**src/hdl/tilc_pkg.sv**
```systemverilog
// tilc_pkg: shared constants, types and the microcode table for the
// triangle interior lattice point counter. No dependencies.
`timescale 1ns / 1ps
`default_nettype none
package tilc_pkg;

  localparam int unsigned COORD_WIDTH_DEF = 15;
  localparam int unsigned COUNT_WIDTH     = 30;
  localparam int unsigned STEP_WIDTH      = 3;

  // sequencer step addresses
  typedef enum logic [STEP_WIDTH-1:0] {
    STEP_IDLE  = 3'd0,
    STEP_CHECK = 3'd1,
    STEP_DIV   = 3'd2,
    STEP_INIT  = 3'd3,
    STEP_ADV   = 3'd4,
    STEP_ROW   = 3'd5,
    STEP_DONE  = 3'd6,
    STEP_RET   = 3'd7
  } step_e;

  // datapath operations
  typedef enum logic [2:0] {
    OP_NOP,
    OP_LOAD,
    OP_DIV,
    OP_INIT,
    OP_ADV,
    OP_ROW,
    OP_EMIT
  } op_e;

  // jump conditions: jump to target when true, else fall through
  typedef enum logic [2:0] {
    COND_NEVER,
    COND_ALWAYS,
    COND_NO_ITEM,
    COND_FLAT,
    COND_DIV_MORE,
    COND_ROW_MORE,
    COND_OUT_BUSY
  } cond_e;

  typedef struct packed {
    op_e   op;
    cond_e cond;
    step_e target;
  } uword_t;

  // control store
  function automatic uword_t ucode(input step_e step);
    uword_t w;
    unique case (step)
      STEP_IDLE:  w = '{op: OP_LOAD, cond: COND_NO_ITEM,  target: STEP_IDLE};
      STEP_CHECK: w = '{op: OP_NOP,  cond: COND_FLAT,     target: STEP_DONE};
      STEP_DIV:   w = '{op: OP_DIV,  cond: COND_DIV_MORE, target: STEP_DIV};
      STEP_INIT:  w = '{op: OP_INIT, cond: COND_NEVER,    target: STEP_IDLE};
      STEP_ADV:   w = '{op: OP_ADV,  cond: COND_NEVER,    target: STEP_IDLE};
      STEP_ROW:   w = '{op: OP_ROW,  cond: COND_ROW_MORE, target: STEP_ROW};
      STEP_DONE:  w = '{op: OP_EMIT, cond: COND_OUT_BUSY, target: STEP_DONE};
      STEP_RET:   w = '{op: OP_NOP,  cond: COND_ALWAYS,   target: STEP_IDLE};
      default:    w = '{op: OP_NOP,  cond: COND_ALWAYS,   target: STEP_IDLE};
    endcase
    return w;
  endfunction

endpackage
`default_nettype wire

```
**src/hdl/tilc_if.sv**
```systemverilog
// tilc_if: valid/ready channel interfaces for triangle items and count items.
// Depends on tilc_pkg for the default coordinate width and the count width.
`timescale 1ns / 1ps
`default_nettype none
interface tilc_in_if #(
  parameter int unsigned COORD_WIDTH = tilc_pkg::COORD_WIDTH_DEF
);
  logic                   valid;
  logic                   ready;
  logic [COORD_WIDTH-1:0] apex_x;
  logic [COORD_WIDTH-1:0] apex_y;
  logic [COORD_WIDTH-1:0] base_x;

  modport source (output valid, output apex_x, output apex_y, output base_x, input ready);
  modport sink   (input valid, input apex_x, input apex_y, input base_x, output ready);
endinterface

interface tilc_out_if;
  logic                             valid;
  logic                             ready;
  logic [tilc_pkg::COUNT_WIDTH-1:0] interior_count;

  modport source (output valid, output interior_count, input ready);
  modport sink   (input valid, input interior_count, output ready);
endinterface
`default_nettype wire

```
**src/hdl/triangle_interior_lattice_count.sv**
```systemverilog
// triangle_interior_lattice_count: counts grid points strictly inside the
// triangle (0,0), (apex_x,apex_y), (base_x,0). Depends on tilc_pkg, tilc_if.
//
// usage
//   in_i  : one item carries apex_x, apex_y, base_x; taken only while the
//           sequencer sits in its idle step (one triangle at a time)
//   out_o : one item per triangle with interior_count, held in an output
//           register until taken
// sequence from acceptance to the count showing on out_o
//   flat triangle (apex_y <= 1 or base_x = 0): straight to the done step
//   otherwise: the set-up is a bit-serial divide of apex_x and base_x by
//   apex_y, one quotient bit per cycle; then the row loop of the sequencer
//   walks one row per cycle
// a new triangle is not taken until the current count has moved into the
//   output register
// reset clears the step counter and the output valid flag; data is left
// stalled receiver: a finished count waits in the output register and the
//   sequencer holds in its done step until the register frees up; the next
//   triangle may be taken while an earlier count still waits
// each row y keeps floor(apex_x*y/apex_y) and floor((num-1)/apex_y) as
// quotient/remainder pairs updated by add and one correction per row
`timescale 1ns / 1ps
`default_nettype none
module triangle_interior_lattice_count #(
  parameter int unsigned COORD_WIDTH = tilc_pkg::COORD_WIDTH_DEF
) (
  input  wire logic  clk_i,
  input  wire logic  rst_ni,
  tilc_in_if.sink    in_i,
  tilc_out_if.source out_o
);

  localparam int unsigned W     = COORD_WIDTH;
  localparam int unsigned ACC_W = 2 * W;
  localparam int unsigned CNT_W = (W > 1) ? $clog2(W) : 1;
  localparam int unsigned CW    = tilc_pkg::COUNT_WIDTH;
  localparam logic [tilc_pkg::STEP_WIDTH-1:0] STEP_WIDTH_ONE = 1;

  // sequencer
  tilc_pkg::step_e  pc_q, pc_d;
  tilc_pkg::uword_t uw;
  logic             jump;

  // operands
  logic [W-1:0] ay_q, bx_q;

  // bit-serial dividers: dividend shifts out, quotient shifts in
  logic [W-1:0]     dva_q, dvb_q;
  logic [W-1:0]     rma_q, rmb_q;
  logic [CNT_W-1:0] cnt_q;
  logic [W:0]       rma_sh, rmb_sh;
  logic             qa_bit, qb_bit;

  // row walk
  logic [W-1:0]     y_q;
  logic [W-1:0]     q1_q, r1_q, q2_q, r2_q;
  logic [W-1:0]     q1_n, r1_n, q2_n, r2_n;
  logic [W:0]       r1_s;
  logic signed [W+1:0] r2_s;
  logic [W-1:0]     dq;
  logic [W-1:0]     span;
  logic [ACC_W-1:0] acc_q;

  // output register
  logic          out_valid_q;
  logic [CW-1:0] count_q;
  logic [CW-1:0] count_sat;
  logic          out_free;

  assign uw       = tilc_pkg::ucode(pc_q);
  assign out_free = !out_valid_q || out_o.ready;
  assign in_i.ready = (pc_q == tilc_pkg::STEP_IDLE);

  // jump condition
  always_comb begin
    unique case (uw.cond)
      tilc_pkg::COND_NEVER:    jump = 1'b0;
      tilc_pkg::COND_ALWAYS:   jump = 1'b1;
      tilc_pkg::COND_NO_ITEM:  jump = !in_i.valid;
      tilc_pkg::COND_FLAT:     jump = (ay_q <= W'(1)) || (bx_q == '0);
      tilc_pkg::COND_DIV_MORE: jump = (cnt_q != CNT_W'(W - 1));
      tilc_pkg::COND_ROW_MORE: jump = (y_q != ay_q - W'(1));
      tilc_pkg::COND_OUT_BUSY: jump = !out_free;
      default:                 jump = 1'b1;
    endcase
  end

  // next step
  always_comb begin
    if (jump) begin
      pc_d = uw.target;
    end else begin
      pc_d = tilc_pkg::step_e'(pc_q + STEP_WIDTH_ONE);
    end
  end

  always_ff @(posedge clk_i or negedge rst_ni) begin
    if (!rst_ni) begin
      pc_q <= tilc_pkg::STEP_IDLE;
    end else begin
      pc_q <= pc_d;
    end
  end

  // divider step
  assign rma_sh = {rma_q, dva_q[W-1]};
  assign rmb_sh = {rmb_q, dvb_q[W-1]};
  assign qa_bit = (rma_sh >= {1'b0, ay_q});
  assign qb_bit = (rmb_sh >= {1'b0, ay_q});

  // row update: left edge gains apex_x/apex_y, right edge gains
  // (apex_x-base_x)/apex_y, each with at most one carry or borrow
  assign r1_s = {1'b0, r1_q} + {1'b0, rma_q};
  assign dq   = dva_q - dvb_q;
  assign r2_s = $signed({2'b00, r2_q}) + $signed({2'b00, rma_q}) - $signed({2'b00, rmb_q});

  always_comb begin
    if (r1_s >= {1'b0, ay_q}) begin
      r1_n = W'(r1_s - {1'b0, ay_q});
      q1_n = q1_q + dva_q + W'(1);
    end else begin
      r1_n = r1_s[W-1:0];
      q1_n = q1_q + dva_q;
    end
  end

  always_comb begin
    if (r2_s < 0) begin
      r2_n = W'(r2_s + $signed({2'b00, ay_q}));
      q2_n = q2_q + dq - W'(1);
    end else if (r2_s >= $signed({2'b00, ay_q})) begin
      r2_n = W'(r2_s - $signed({2'b00, ay_q}));
      q2_n = q2_q + dq + W'(1);
    end else begin
      r2_n = r2_s[W-1:0];
      q2_n = q2_q + dq;
    end
  end

  // interior points on the current row
  assign span = (q2_q > q1_q) ? (q2_q - q1_q) : '0;

  // datapath
  always_ff @(posedge clk_i) begin
    unique case (uw.op)
      tilc_pkg::OP_LOAD: begin
        if (in_i.valid) begin
          ay_q  <= in_i.apex_y;
          bx_q  <= in_i.base_x;
          dva_q <= in_i.apex_x;
          dvb_q <= in_i.base_x;
          rma_q <= '0;
          rmb_q <= '0;
          cnt_q <= '0;
          acc_q <= '0;
        end
      end
      tilc_pkg::OP_DIV: begin
        dva_q <= {dva_q[W-2:0], qa_bit};
        dvb_q <= {dvb_q[W-2:0], qb_bit};
        rma_q <= qa_bit ? W'(rma_sh - {1'b0, ay_q}) : rma_sh[W-1:0];
        rmb_q <= qb_bit ? W'(rmb_sh - {1'b0, ay_q}) : rmb_sh[W-1:0];
        cnt_q <= cnt_q + CNT_W'(1);
      end
      tilc_pkg::OP_INIT: begin
        // row zero: left edge 0 rem 0, right edge base_x-1 rem apex_y-1
        q1_q <= '0;
        r1_q <= '0;
        q2_q <= bx_q - W'(1);
        r2_q <= ay_q - W'(1);
        y_q  <= W'(1);
      end
      tilc_pkg::OP_ADV: begin
        q1_q <= q1_n;
        r1_q <= r1_n;
        q2_q <= q2_n;
        r2_q <= r2_n;
      end
      tilc_pkg::OP_ROW: begin
        acc_q <= acc_q + ACC_W'(span);
        q1_q  <= q1_n;
        r1_q  <= r1_n;
        q2_q  <= q2_n;
        r2_q  <= r2_n;
        y_q   <= y_q + W'(1);
      end
      tilc_pkg::OP_EMIT: begin
        if (out_free) begin
          count_q <= count_sat;
        end
      end
      tilc_pkg::OP_NOP: begin
      end
      default: begin
      end
    endcase
  end

  // saturate to the count width
  generate
    if (ACC_W > CW) begin : g_sat
      always_comb begin
        if (acc_q > ACC_W'({CW{1'b1}})) begin
          count_sat = '1;
        end else begin
          count_sat = acc_q[CW-1:0];
        end
      end
    end else begin : g_nosat
      assign count_sat = CW'(acc_q);
    end
  endgenerate

  // output valid
  always_ff @(posedge clk_i or negedge rst_ni) begin
    if (!rst_ni) begin
      out_valid_q <= 1'b0;
    end else if (uw.op == tilc_pkg::OP_EMIT && out_free) begin
      out_valid_q <= 1'b1;
    end else if (out_o.ready) begin
      out_valid_q <= 1'b0;
    end
  end

  assign out_o.valid          = out_valid_q;
  assign out_o.interior_count = count_q;

endmodule
`default_nettype wire
```
**src/flat_wrapper.sv**
```systemverilog
// flat-port wrapper written by rule: the top's interface ports become plain ports
module triangle_interior_lattice_count_flat 
#(
  parameter int unsigned COORD_WIDTH = tilc_pkg::COORD_WIDTH_DEF
)
  (clk_i, rst_ni, in_i_valid, in_i_apex_x, in_i_apex_y, in_i_base_x, in_i_ready, out_o_valid, out_o_interior_count, out_o_ready);
  tilc_in_if #(.COORD_WIDTH(COORD_WIDTH)) in_i_i ();
  tilc_out_if out_o_i ();
  input  wire logic clk_i;
  input  wire logic rst_ni;
  input wire logic [$bits(in_i_i.valid)-1:0] in_i_valid;
  input wire logic [$bits(in_i_i.apex_x)-1:0] in_i_apex_x;
  input wire logic [$bits(in_i_i.apex_y)-1:0] in_i_apex_y;
  input wire logic [$bits(in_i_i.base_x)-1:0] in_i_base_x;
  output wire logic [$bits(in_i_i.ready)-1:0] in_i_ready;
  output wire logic [$bits(out_o_i.valid)-1:0] out_o_valid;
  output wire logic [$bits(out_o_i.interior_count)-1:0] out_o_interior_count;
  input wire logic [$bits(out_o_i.ready)-1:0] out_o_ready;
  assign in_i_i.valid = in_i_valid;
  assign in_i_i.apex_x = in_i_apex_x;
  assign in_i_i.apex_y = in_i_apex_y;
  assign in_i_i.base_x = in_i_base_x;
  assign in_i_ready = in_i_i.ready;
  assign out_o_valid = out_o_i.valid;
  assign out_o_interior_count = out_o_i.interior_count;
  assign out_o_i.ready = out_o_ready;
  triangle_interior_lattice_count #(.COORD_WIDTH(COORD_WIDTH)) u_core (.clk_i(clk_i), .rst_ni(rst_ni), .in_i(in_i_i), .out_o(out_o_i));
endmodule
```
**config.mk**
```make
export PLATFORM = sky130hd
export DESIGN_NAME = triangle_interior_lattice_count_flat
export DESIGN_NICKNAME = d
export VERILOG_FILES = /design/src/hdl/tilc_pkg.sv /design/src/hdl/tilc_if.sv /design/src/hdl/triangle_interior_lattice_count.sv /design/src/flat_wrapper.sv
export SDC_FILE = /design/constraint.sdc
export NUM_CORES = 1
export LEC_CHECK = 0
export BUFFER_PORTS_ARGS = -buffer_cell sky130_fd_sc_hd__buf_2
export CAP_MARGIN = 20
export CORE_MARGIN = 3
export CORE_UTILIZATION = 64
export DETAILED_ROUTE_END_ITERATION = 6
export PLACE_DENSITY_LB_ADDON = 0.08
export SETUP_SLACK_MARGIN = 0.02
export SLEW_MARGIN = 5
export SYNTH_ARGS = -nofsm -noshare
export SYNTH_HDL_FRONTEND = slang
export SYNTH_SLANG_ARGS = --single-unit
```
**constraint.sdc**
```tcl
create_clock -name clk_i -period 7.5 [get_ports clk_i]
set_clock_uncertainty 0.15 [all_clocks]
set_input_delay 1.5 -clock clk_i [delete_from_list [all_inputs] [get_ports clk_i]]
set_output_delay 1.5 -clock clk_i [all_outputs]
set_load 0.01 [all_outputs]
```
### Word level (Yosys, flattened, before mapping)

Memories as Yosys holds them, arrays and structs flattened.
Index checks and enable logic that the tools add are counted.

| word-level totals | value |
|---|---|
| register bits | 233 |
| memory bits (read-only) | 72 |
| memories | 1 |
| memory bits (writable) | 0 |
| latch bits | 0 |
| input bits | 49 |

| operators by class | value |
|---|---|
| shift-type cells | 0 |
| divide/modulo/power cells | 0 |
| muxes and demuxes | 29 |
| eq/ne operators | 14 |
| magnitude comparators | 7 |
| bitwise gates (word level) | 0 |
| multipliers | 0 |
| $add $sub $neg | 21 |
| reductions and logical operators | 19 |

Memories:

| name | depth | width | rd ports | clocked after memory_dff | wr ports | line | source |
|---|---|---|---|---|---|---|---|
| (no name shown) | 8 | 9 | 1 | 0 | 0 | tilc_pkg.sv:54 | `unique case (step)` |

Operators by type and width:

| kind | number |
|---|---|
| $pmux 15 s2 | 9 |
| $mux 15 | 12 |
| $sub 15x15->15 | 6 |
| $pmux 30 s2 | 1 |
| $ge 16x15->1 | 3 |
| $add 15x1->15 const B | 3 |
| $add 15x15->15 | 3 |
| $sub 15x1->15 const B | 3 |
| $add 15x15->16 | 2 |
| $add 30x15->30 | 1 |
| $mux 30 | 1 |
| $eq 3x3->1 const B | 6 |
| $ge 17x16->1 | 1 |
| $lt 17x1->1 const B | 1 |
| $sub 16x15->17 | 1 |
| $gt 15x15->1 | 1 |
| $le 15x1->1 const B | 1 |
| $logic_not 15->1 | 1 |
| $ne 15x15->1 | 1 |
| $eq 3x2->1 const B | 4 |
| $reduce_bool 2->1 | 5 |
| $pmux 4 s2 | 1 |
| $reduce_and 2->1 | 4 |
| $logic_not 3->1 | 2 |
| 13 further kinds | 17 |

### Depth between registers and ports, before layout

Gate-level depths: netlist of run 1.

| depth | value |
|---|---|
| depth in word-level cells | 6 |
| mapped depth | 24 |
| depth with buffers taken out | 23 |

### Worst setup path before layout of run 1

Ideal clock, no wire load.

| timing path | value |
|---|---|
| path type | flip-flop to flip-flop |
| start | reg u_core.pc_q[0] |
| end | reg u_core.cnt_q[0], enable pin |
| data arrival time | 6.034 ns |
| setup slack | 0.742 ns |
| cell stages (with the launch flop) | 9 |
| clock period less this slack | 6.758 ns |
| required time | 6.776 ns |
| setup time | 0.574 ns |
| cells stage by stage | dfrtp_1 -> ha_1 -> inv_1 -> ha_1 -> clkbuf_1 -> nand2b_1 -> clkbuf_1 -> clkbuf_1 -> o21ai_0 |

| between the ends | value |
|---|---|
| cells in the longest elaborated chain, start to end | 4 |

Ends and longest elaborated chain:

| what | line | source |
|---|---|---|
| from (decl) | triangle_interior_lattice_count.sv:40 | `tilc_pkg::step_e pc_q, pc_d;` |
| from (signal assigned) | triangle_interior_lattice_count.sv:99 | `pc_q <= tilc_pkg::STEP_IDLE;` |
| from (signal assigned) | triangle_interior_lattice_count.sv:101 | `pc_q <= pc_d;` |
| $mem_v2 8x9 (*) | - |  |
| $eq 3x1->1 or $eq 3x2->1 (tied branches) | triangle_interior_lattice_count.sv:145 | `unique case (uw.op)` |
| $ne 2x2->1 (no line) or $reduce_bool 2->1 (tied branches) | - |  |
| $reduce_and 2->1 (no line) (*) | - |  |
| to (signal assigned) | triangle_interior_lattice_count.sv:163 | `cnt_q <= cnt_q + CNT_W'(1);` |
| to (decl) | triangle_interior_lattice_count.sv:50 | `logic [CNT_W-1:0] cnt_q;` |

Every way passes the cells marked *; elsewhere a longest branch is shown, timed or not.
A chain may end at the register's enable or synchronous reset.

### Worst setup path after layout of run 1

| timing path | value |
|---|---|
| start | reg u_core.q1_q[1] |
| end | reg u_core.acc_q[29] (data pin) |

| between the ends | value |
|---|---|
| cells in the longest elaborated chain, start to end | 4 |

Ends and longest elaborated chain:

| what | line | source |
|---|---|---|
| from (decl) | triangle_interior_lattice_count.sv:56 | `logic [W-1:0] q1_q, r1_q, q2_q, r2_q;` |
| from (signal assigned) | triangle_interior_lattice_count.sv:174 | `q1_q <= q1_n;` |
| from (signal assigned) | triangle_interior_lattice_count.sv:181 | `q1_q <= q1_n;` |
| $sub 15x15->15 or $gt 15x15->1 (tied branches) | triangle_interior_lattice_count.sv:141 | `assign span = (q2_q > q1_q) ? (q2_q - q1_q) : '0;` |
| $mux 15 (*) | triangle_interior_lattice_count.sv:141 |  |
| $add 30x15->30 (*) | triangle_interior_lattice_count.sv:180 | `acc_q <= acc_q + ACC_W'(span);` |
| $pmux 30 s2 (*) | triangle_interior_lattice_count.sv:145 |  |
| to (signal assigned) | triangle_interior_lattice_count.sv:180 |  |
| to (decl) | triangle_interior_lattice_count.sv:62 | `logic [ACC_W-1:0] acc_q;` |

Marked as above.

==> results of run 1 <==
[state kept, by name (all words and copies together), names as in the netlist]
| name | flops |
|---|---|
| u_core.ay_q | 15 |
| u_core.q2_q | 15 |
| u_core.r2_q | 15 |
| u_core.out_o.valid | 1 |
| u_core.rma_q | 15 |
| u_core.cnt_q | 4 |
| u_core.rmb_q | 15 |
| u_core.out_o.interior_count | 30 |
| u_core.q1_q | 15 |
| u_core.y_q | 15 |
| u_core.bx_q | 15 |
| u_core.acc_q | 30 |
| u_core.r1_q | 15 |
| u_core.dva_q | 15 |
| u_core.dvb_q | 15 |
| u_core.pc_q | 3 |
[area by class of cell]
| type | count | area, um^2 | share of cell area (%) |
|---|---|---|---|
| multi-input combinational | 1691 | 12110 | 55.35 |
| sequential | 233 | 6977 | 31.89 |
| inverter | 211 | 792.0 | 3.620 |
| clock buffer | 32 | 715.7 | 3.272 |
| timing repair buffer | 98 | 546.8 | 2.499 |
| tap | 396 | 495.5 | 2.265 |
| clock inverter | 20 | 241.5 | 1.104 |
[synthesized netlist by cell type, types with 7 or more instances]
master,n
a311oi_1,7
ha_1,180
edfxtp_1,229
o21a_1,18
o21bai_1,20
a31oi_1,24
and2_1,16
nor2_1,187
nand3_1,51
fa_1,38
nor4_1,19
a21boi_0,7
a211oi_1,20
nor3b_1,9
a21oi_1,142
nand2_1,212
clkbuf_1,48
nand3b_1,8
or3_1,29
xor2_1,63
mux2i_1,18
and3_1,31
o21ai_1,14
nor3_1,67
inv_1,210
o31ai_1,11
o21ai_0,91
buf_2,12
nand4_1,25
a21o_1,50
o211ai_1,24
or2_2,7
xnor2_1,116
nor2b_1,23
nand2b_1,20
[cells in the final DEF (no fill, tap or decap), drive strengths merged, types with 9 or more instances in the layout]
| cell | count |
|---|---|
| a21boi | 9 |
| nand3 | 52 |
| ha | 180 |
| a211oi | 25 |
| a31oi | 24 |
| xor2 | 64 |
| nand2 | 212 |
| o21bai | 20 |
| o31ai | 11 |
| and2 | 16 |
| mux2i | 18 |
| or2 | 10 |
| nor4 | 21 |
| o21a | 18 |
| edfxtp | 229 |
| nor2b | 23 |
| nand4 | 25 |
| fa | 38 |
| o21ai | 107 |
| and3 | 32 |
| nor2 | 187 |
| inv | 211 |
| nor3b | 9 |
| clkinv | 13 |
| nand2b | 20 |
| buf | 98 |
| xnor2 | 116 |
| clkbuf | 32 |
| or3 | 29 |
| a21oi | 144 |
| a21o | 50 |
| o211ai | 24 |
| nor3 | 69 |
[metrics by stage]
stage               power, mW  instances  area (um^2)
global route            2.931       2681        21880
floorplan               1.447       2201        20120
finish                  2.864       2681        21880
global placement        1.462       2627        20890
CTS                     2.885       2679        21850
detailed placement      1.463       2627        20890
[path summary, 6_finish.rpt]
kind / slack (ns) / from / end / depth (start not counted)
min in group asynchronous: 0.59 / rst_ni / u_core.pc_q[2] / 1
setup reg to reg: 1.61 / u_core.q1_q[1] / u_core.acc_q[29] / 20
hold / removal: 0.32 / u_core.acc_q[4] / u_core.out_o.interior_count[4] / 0
max in group asynchronous: 6.49 / rst_ni / u_core.out_o.valid / 1
hold reg to reg: 0.32 / u_core.acc_q[4] / u_core.out_o.interior_count[4] / 0
setup / recovery: 1.61 / u_core.q1_q[1] / u_core.acc_q[29] / 20
[report_power, final]
group | switching [mW] | internal (mW)
Sequential | 0.00000000000000000950 | 1.41
Combinational | 0.0106 | 0.0119
Clock | 0.572 | 0.856
Total | 0.582 | 2.28
[kinds of logic (layout without fill, tap and decap cells)]
logic type,count (synthesis),count (layout),share of synthesized area (%)
simple gates,737,737,17.88
compound gates,531,531,17.86
buf+inv,277,361,5.353
flops,233,233,34.67
fa+ha+maj,218,218,14.97
xor+xnor,182,182,8.095
mux,23,23,1.175
[worst max-delay path, delay by kind of cell, from the launching register on]
kind / cells / cell delay, ns
AO/OA/AOI/OAI: 10 / 3.06
XOR/XNOR: 1 / 0.19
adder cells (fa/ha/maj): 2 / 0.63
buffers and inverters: 1 / 0.16
flip-flops: 1 / 0.44
AND/OR/NAND/NOR: 6 / 1.00
[layer usage]
metal,vias to the layer above,track usage (%),share of wire (%)
li1,8088,-,-
met1,8041,42.55,43
met2,612,52.31,48
met3,124,2.856,5.8
met4,0,10.39,3.9
met5,-,0,0
==> reports/results.tsv, run 1 <==
stage	metric	value	unit
run_status	outcome	completed	
yosys	top post-synthesis cells by area	edfxtp_1, ha_1, xnor2_1, nand2_1, inv_1	
global_route	total global-route track usage	31.04	%
sta	Worst Max-Slew Pin Slew	1.104	ns
sta	Min Clock Period, post-route	5.894	ns
routing	DRC	0	
job	max_cap viols	0	
die	Die X	183.3	um
yosys	yosys warns	0	
sta	Max-Slew Margin vs Limit	26.40	%
critical_path	crit path DAT	6.04	ns
power	leakage	9.417	nW
finish	fin util	70.96	%
place	PortBufs	80	
critical_path	critical path type	flop to flop	
critical_path	cell chain of the critical path	inv_1 > ha_1 > nor2b_1 > o21ai_0 > a21boi_0 > o21ai_0 > a31oi_1 > and4_1 > o31ai_1 > o211a_1 > nor2_1 > ha_1 > or2_2 > a211oi_1 > a21oi_1 > a41o_1 > o41ai_2 > nor4b_1 > xnor2_1 > nor2_1	
yosys	Yosys top cell by area	edfxtp_1	
routing	DR vias/cell	6.291	
global_route	gr ovfl total	0	
routing	router iterations before antenna repair	6	
yosys	Mean Syn Cell Area	9.143	um^2
place	DP Wirelength	39.90	mm
sta	hold slack	0.3234	ns
critical_path	crit end category	flop	
yosys	register area share after synthesis	34.67	%
critical_path	Worst Path Required	7.65	ns
sta	unrepaired setup endpoints after global routing	false	
clock_tree	CTS sink count	233	
clock_tree	Num CTS Buffers	28	
clock_tree	Post-CTS Setup Bufs	0	
clock_tree	Reg clk slew, reported paths	0.06	ns
yosys	synthesized netlist cell count	2201	
die	Core ar.	0.03083	mm^2
die	I/O Pins	81	
clock_tree	Worst-Skew Late Latency	0.57	ns
routing	routed wire length	52.58	mm
global_route	vias in the first global route	15947	
sta	Final Cycle Share	78.58	%
critical_path	Startpoint Class	flop	
yosys	EDFF count, synth	229	
finish	fin nets	2530	
global_route	pin count of the biggest net entering global routing	80	
critical_path	Max stage delay on crit path	0.75	ns
die	Die ar.	0.03361	mm^2
power	peak supply drop	0.0001743	V
sta	fin worst setup slack	1.606	ns
finish	Fillers	2375	
clock_tree	post-CTS sizing	0	
sta	final hold violation count	0	
finish	Layout Area Growth over Synthesis	8.704	%
yosys	Yosys reg bits	233	
yosys	Synth async-reset ratio	1.717	%
global_route	initial antenna violation count	0	
global_route	first-pass GRT wire length	84.35	mm
routing	Initial DRC Count	1579	
yosys	Synth Cell Area	0.02012	mm^2
yosys	Yosys cell types	102	
clock_tree	CTS Buffer Depth	3	
routing	WL/cell	19.61	um
clock_tree	clk root buf	clkbuf_16	
sta	Setup TNS Final	0	ns
sta	Peak Freq	0.1697	GHz
min_path	Hold Crit Class	flop to flop	
sta	final setup vio count	0	
clock_tree	CTS tree	yes	
critical_path	worst-path fanout max	16	
finish	antenna cells	0	
critical_path	slowest cell on the critical path	o41ai_2	
place	dpl ws	1.681	ns
power	pwr/cell area	130.9	mW/mm^2
die	Initial Utilization	65.28	%
yosys	top-area cell type share of the netlist area	34.17	%
finish	layout cells sized above 1	8.403	%
clock_tree	cts hold-fix bufs	0	
place	Placer Congestion	0.9458	
yosys	syn_nets	2468	
die	Die Ht	183.3	um
routing	Antenna Violating Nets Remaining	0	
yosys	Synth Flop Type	edfxtp_1	
sta	Max Transition Viols Final	0	
clock_tree	H-tree levels	1	
die	row count	64	
routing	Via Count	16865	
Note: power is estimated with default switching activity, not from simulation.
==> run 2: changes to the inputs <==
clock period = 6.1 ns   (was 7.5 ns; I/O delays follow)
==> run 2 against run 1 <==
Global-route usage shrank 0.058 points. Maximum frequency grew 6.0%. Via count is essentially flat. Final cell count is the same. Sequential power grew 23%. Final area is essentially flat. Worst hold slack lost 0.011 ns. Critical path type unchanged. Critical endpoint is now u_core.r2_q[11].
==> reports/results.tsv, run 2 (same netlist as run 1, synthesis figures left out) <==
stage	metric	value	unit	change
global_route	total global-route track usage	30.98	%	was 31.04%
critical_path	FF-to-FF path depth	21		was 20
sta	final hold violation count	0		unchanged
power	leakage	9.433	nW	was 9.417 nW
critical_path	crit path DAT	5.72	ns	was 6.04 ns
critical_path	Worst R2R End	u_core.r2_q[11]		was u_core.acc_q[29]
routing	DR vias/cell	6.289		was 6.291
die	Initial Utilization	65.28	%	unchanged
clock_tree	clk root buf	clkbuf_16		unchanged
sta	unrepaired setup endpoints after global routing	false		unchanged
finish	area of the multi-input gates	0.01211	mm^2	unchanged
routing	DRC	0		unchanged
critical_path	Worst Path Required	6.26	ns	was 7.65 ns
global_route	vias in the first global route	16218		was 15947
routing	routed wire length	52.58	mm	about the same
sta	Max-Slew Margin vs Limit	34.73	%	was 26.40%
sta	final setup vio count	0		unchanged
clock_tree	CTS tree	yes		unchanged
routing	Initial DRC Count	1436		was 1579
sta	Max Transition Viols Final	0		unchanged
sta	Worst Max-Slew Pin Slew	0.9791	ns	was 1.104 ns
global_route	pin count of the biggest net entering global routing	80		unchanged
sta	Min Clock Period, post-route	5.561	ns	was 5.894 ns
global_route	first-pass GRT wire length	84.09	mm	was 84.35 mm
critical_path	crit end category	flop		unchanged
critical_path	Startpoint Class	flop		unchanged
global_route	initial antenna violation count	0		unchanged
place	placed cell count	2633		was 2627
sta	Setup TNS Final	0	ns	unchanged
die	I/O Pins	81		unchanged
finish	most frequent cells in the layout	edfxtp_1, nand2_1, inv_1, nor2_1, ha_1		unchanged
die	Die Ht	183.3	um	unchanged
sta	Peak Freq	0.1798	GHz	was 0.1697 GHz
sta	Final Cycle Share	91.16	%	was 78.58%
run_status	outcome	completed		unchanged
clock_tree	Num CTS Buffers	27		was 28
power	pwr/cell area	159.4	mW/mm^2	was 130.9 mW/mm^2
finish	fin cells	2681		unchanged
global_route	gr ovfl total	0		unchanged
critical_path	Worst R2R Setup Slack	0.54	ns	was 1.61 ns
job	max_cap viols	0		unchanged
routing	router iterations before antenna repair	6		unchanged
die	Die ar.	0.03361	mm^2	unchanged
clock_tree	CTS sink count	233		unchanged
finish	storage element area	0.006977	mm^2	unchanged
critical_path	RR Startpoint	u_core.rma_q[0]		was u_core.q1_q[1]
finish	antenna cells	0		unchanged
finish	layout cells sized above 1	8.446	%	was 8.403%
finish	commonest non-fill, non-tap cell in the layout	edfxtp_1		unchanged
clock_tree	CTS Buffer Depth	3		unchanged
routing	WL/cell	19.61	um	about the same
critical_path	critical path type	flop to flop		unchanged
die	Die X	183.3	um	unchanged
die	row count	64		unchanged
power	peak supply drop	0.0002357	V	was 0.0001743 V
critical_path	worst-path fanout max	20		was 16
routing	Antenna Violating Nets Remaining	0		unchanged
clock_tree	Reg clk slew, reported paths	0.06	ns	about the same
clock_tree	Worst-Skew Late Latency	0.56	ns	was 0.57 ns
finish	Layout Area Growth over Synthesis	8.754	%	was 8.704%
place	Placer Congestion	0.9850		was 0.9458
min_path	Hold Crit Class	input port to asynchronous set/reset pin		was flop to flop
finish	fin nets	2535		was 2530
place	PortBufs	80		unchanged
clock_tree	H-tree levels	1		unchanged
die	Core ar.	0.03083	mm^2	unchanged
routing	Via Count	16862		was 16865
finish	Fillers	2370		was 2375
place	DP Wirelength	39.64	mm	was 39.90 mm
clock_tree	cts hold-fix bufs	0		unchanged
run 2: changes by cell type in the layout (fill, tap and decap cells not counted), sizes merged:
cell,change
buf,+6
bufinv,+1
clkbuf,+2
clkinv,-8
clkinvlp,-2
inv,+1
run 2: stage by stage:
stage | util [%] | setup WS, ns | hold WS [ns] | cell area (um^2) | power, mW
final | 70.99 | 0.5391 | 0.3122 | 21890 | 3.489
after global routing | 70.99 | 0.05681 | 0.3077 | 21890 | 3.564
after CTS | 70.88 | 0.5294 | 0.2958 | 21850 | 3.512
after detailed placement | 67.91 | 0.5520 | 0.3055 | 20940 | 1.799
after global placement | 67.91 | 0.8468 | 0.3022 | 20940 | 1.798
after floorplan | - | 1.027 | 0.2834 | 20120 | 1.779
run 2: worst max-delay path, stage by stage (launching register included):
cell	delay [ns]
edfxtp_1	0.44
inv_1	0.13
ha_1	0.24
inv_1	0.06
ha_1	0.20
inv_1	0.07
fa_1	0.40
nand2b_1	0.19
a21oi_1	0.32
nor2_1	0.10
nor2_1	0.16
xor2_1	0.29
ha_1	0.43
nand3_1	0.18
a211oi_1	0.08
or3_1	0.42
a311oi_2	0.36
nand3_2	0.20
buf_4	0.27
a311oi_1	0.30
a21oi_1	0.07
o31a_1	0.24
run 2: how the worst max path moves through the flow:
stage	from	to	slack, ns	cells after the start
2_1_floorplan	u_core.q1_q[1]	u_core.acc_q[29]	1.03	21
3_3_place_gp	u_core.q1_q[1]	u_core.acc_q[22]	0.85	21
3_5_place_dp	u_core.q1_q[1]	u_core.acc_q[20]	0.55	23
4_1_cts	u_core.q1_q[1]	u_core.acc_q[20]	0.53	23
5_1_grt	u_core.q1_q[1]	u_core.acc_q[20]	0.06	23
6_report	u_core.rma_q[0]	u_core.r2_q[11]	0.54	21
run 2: cell type report:
type	instances	area share, %
clock buffer	34	3.207
clock inverter	12	0.9662
inverter	211	3.619
multi-input combinational	1691	55.32
sequential	233	31.88
tap	396	2.264
timing repair buffer	104	2.744
run 2: metal layers:
| layer | global-route usage, % | part of all wire [%] | routed length, um | up-vias |
|---|---|---|---|---|
| met2 | 53.14 | 48 | 25250 | 570 |
| li1 | - | - | - | 8103 |
| met5 | 0 | 0 | 0 | - |
| met1 | 40.96 | 42 | 22290 | 8050 |
| met4 | 11.76 | 4.5 | 2382 | 0 |
| met3 | 3.074 | 5.1 | 2658 | 139 |
run 2: report_power, final:
group | internal [mW] | switching (mW) | leakage, nW
sequential | 1.74 | 0.0000000000000000139 | 2.31
clock | 1.06 | 0.663 | 0.445
combinational | 0.0147 | 0.0140 | 6.68
total | 2.81 | 0.677 | 9.43
run 2: repair_timing:
item	in CTS	in global routing
endpoints found under the hold margin	0	0
buffers inserted	0	0
setup endpoints to repair	0	5
gates resized for setup	0	1
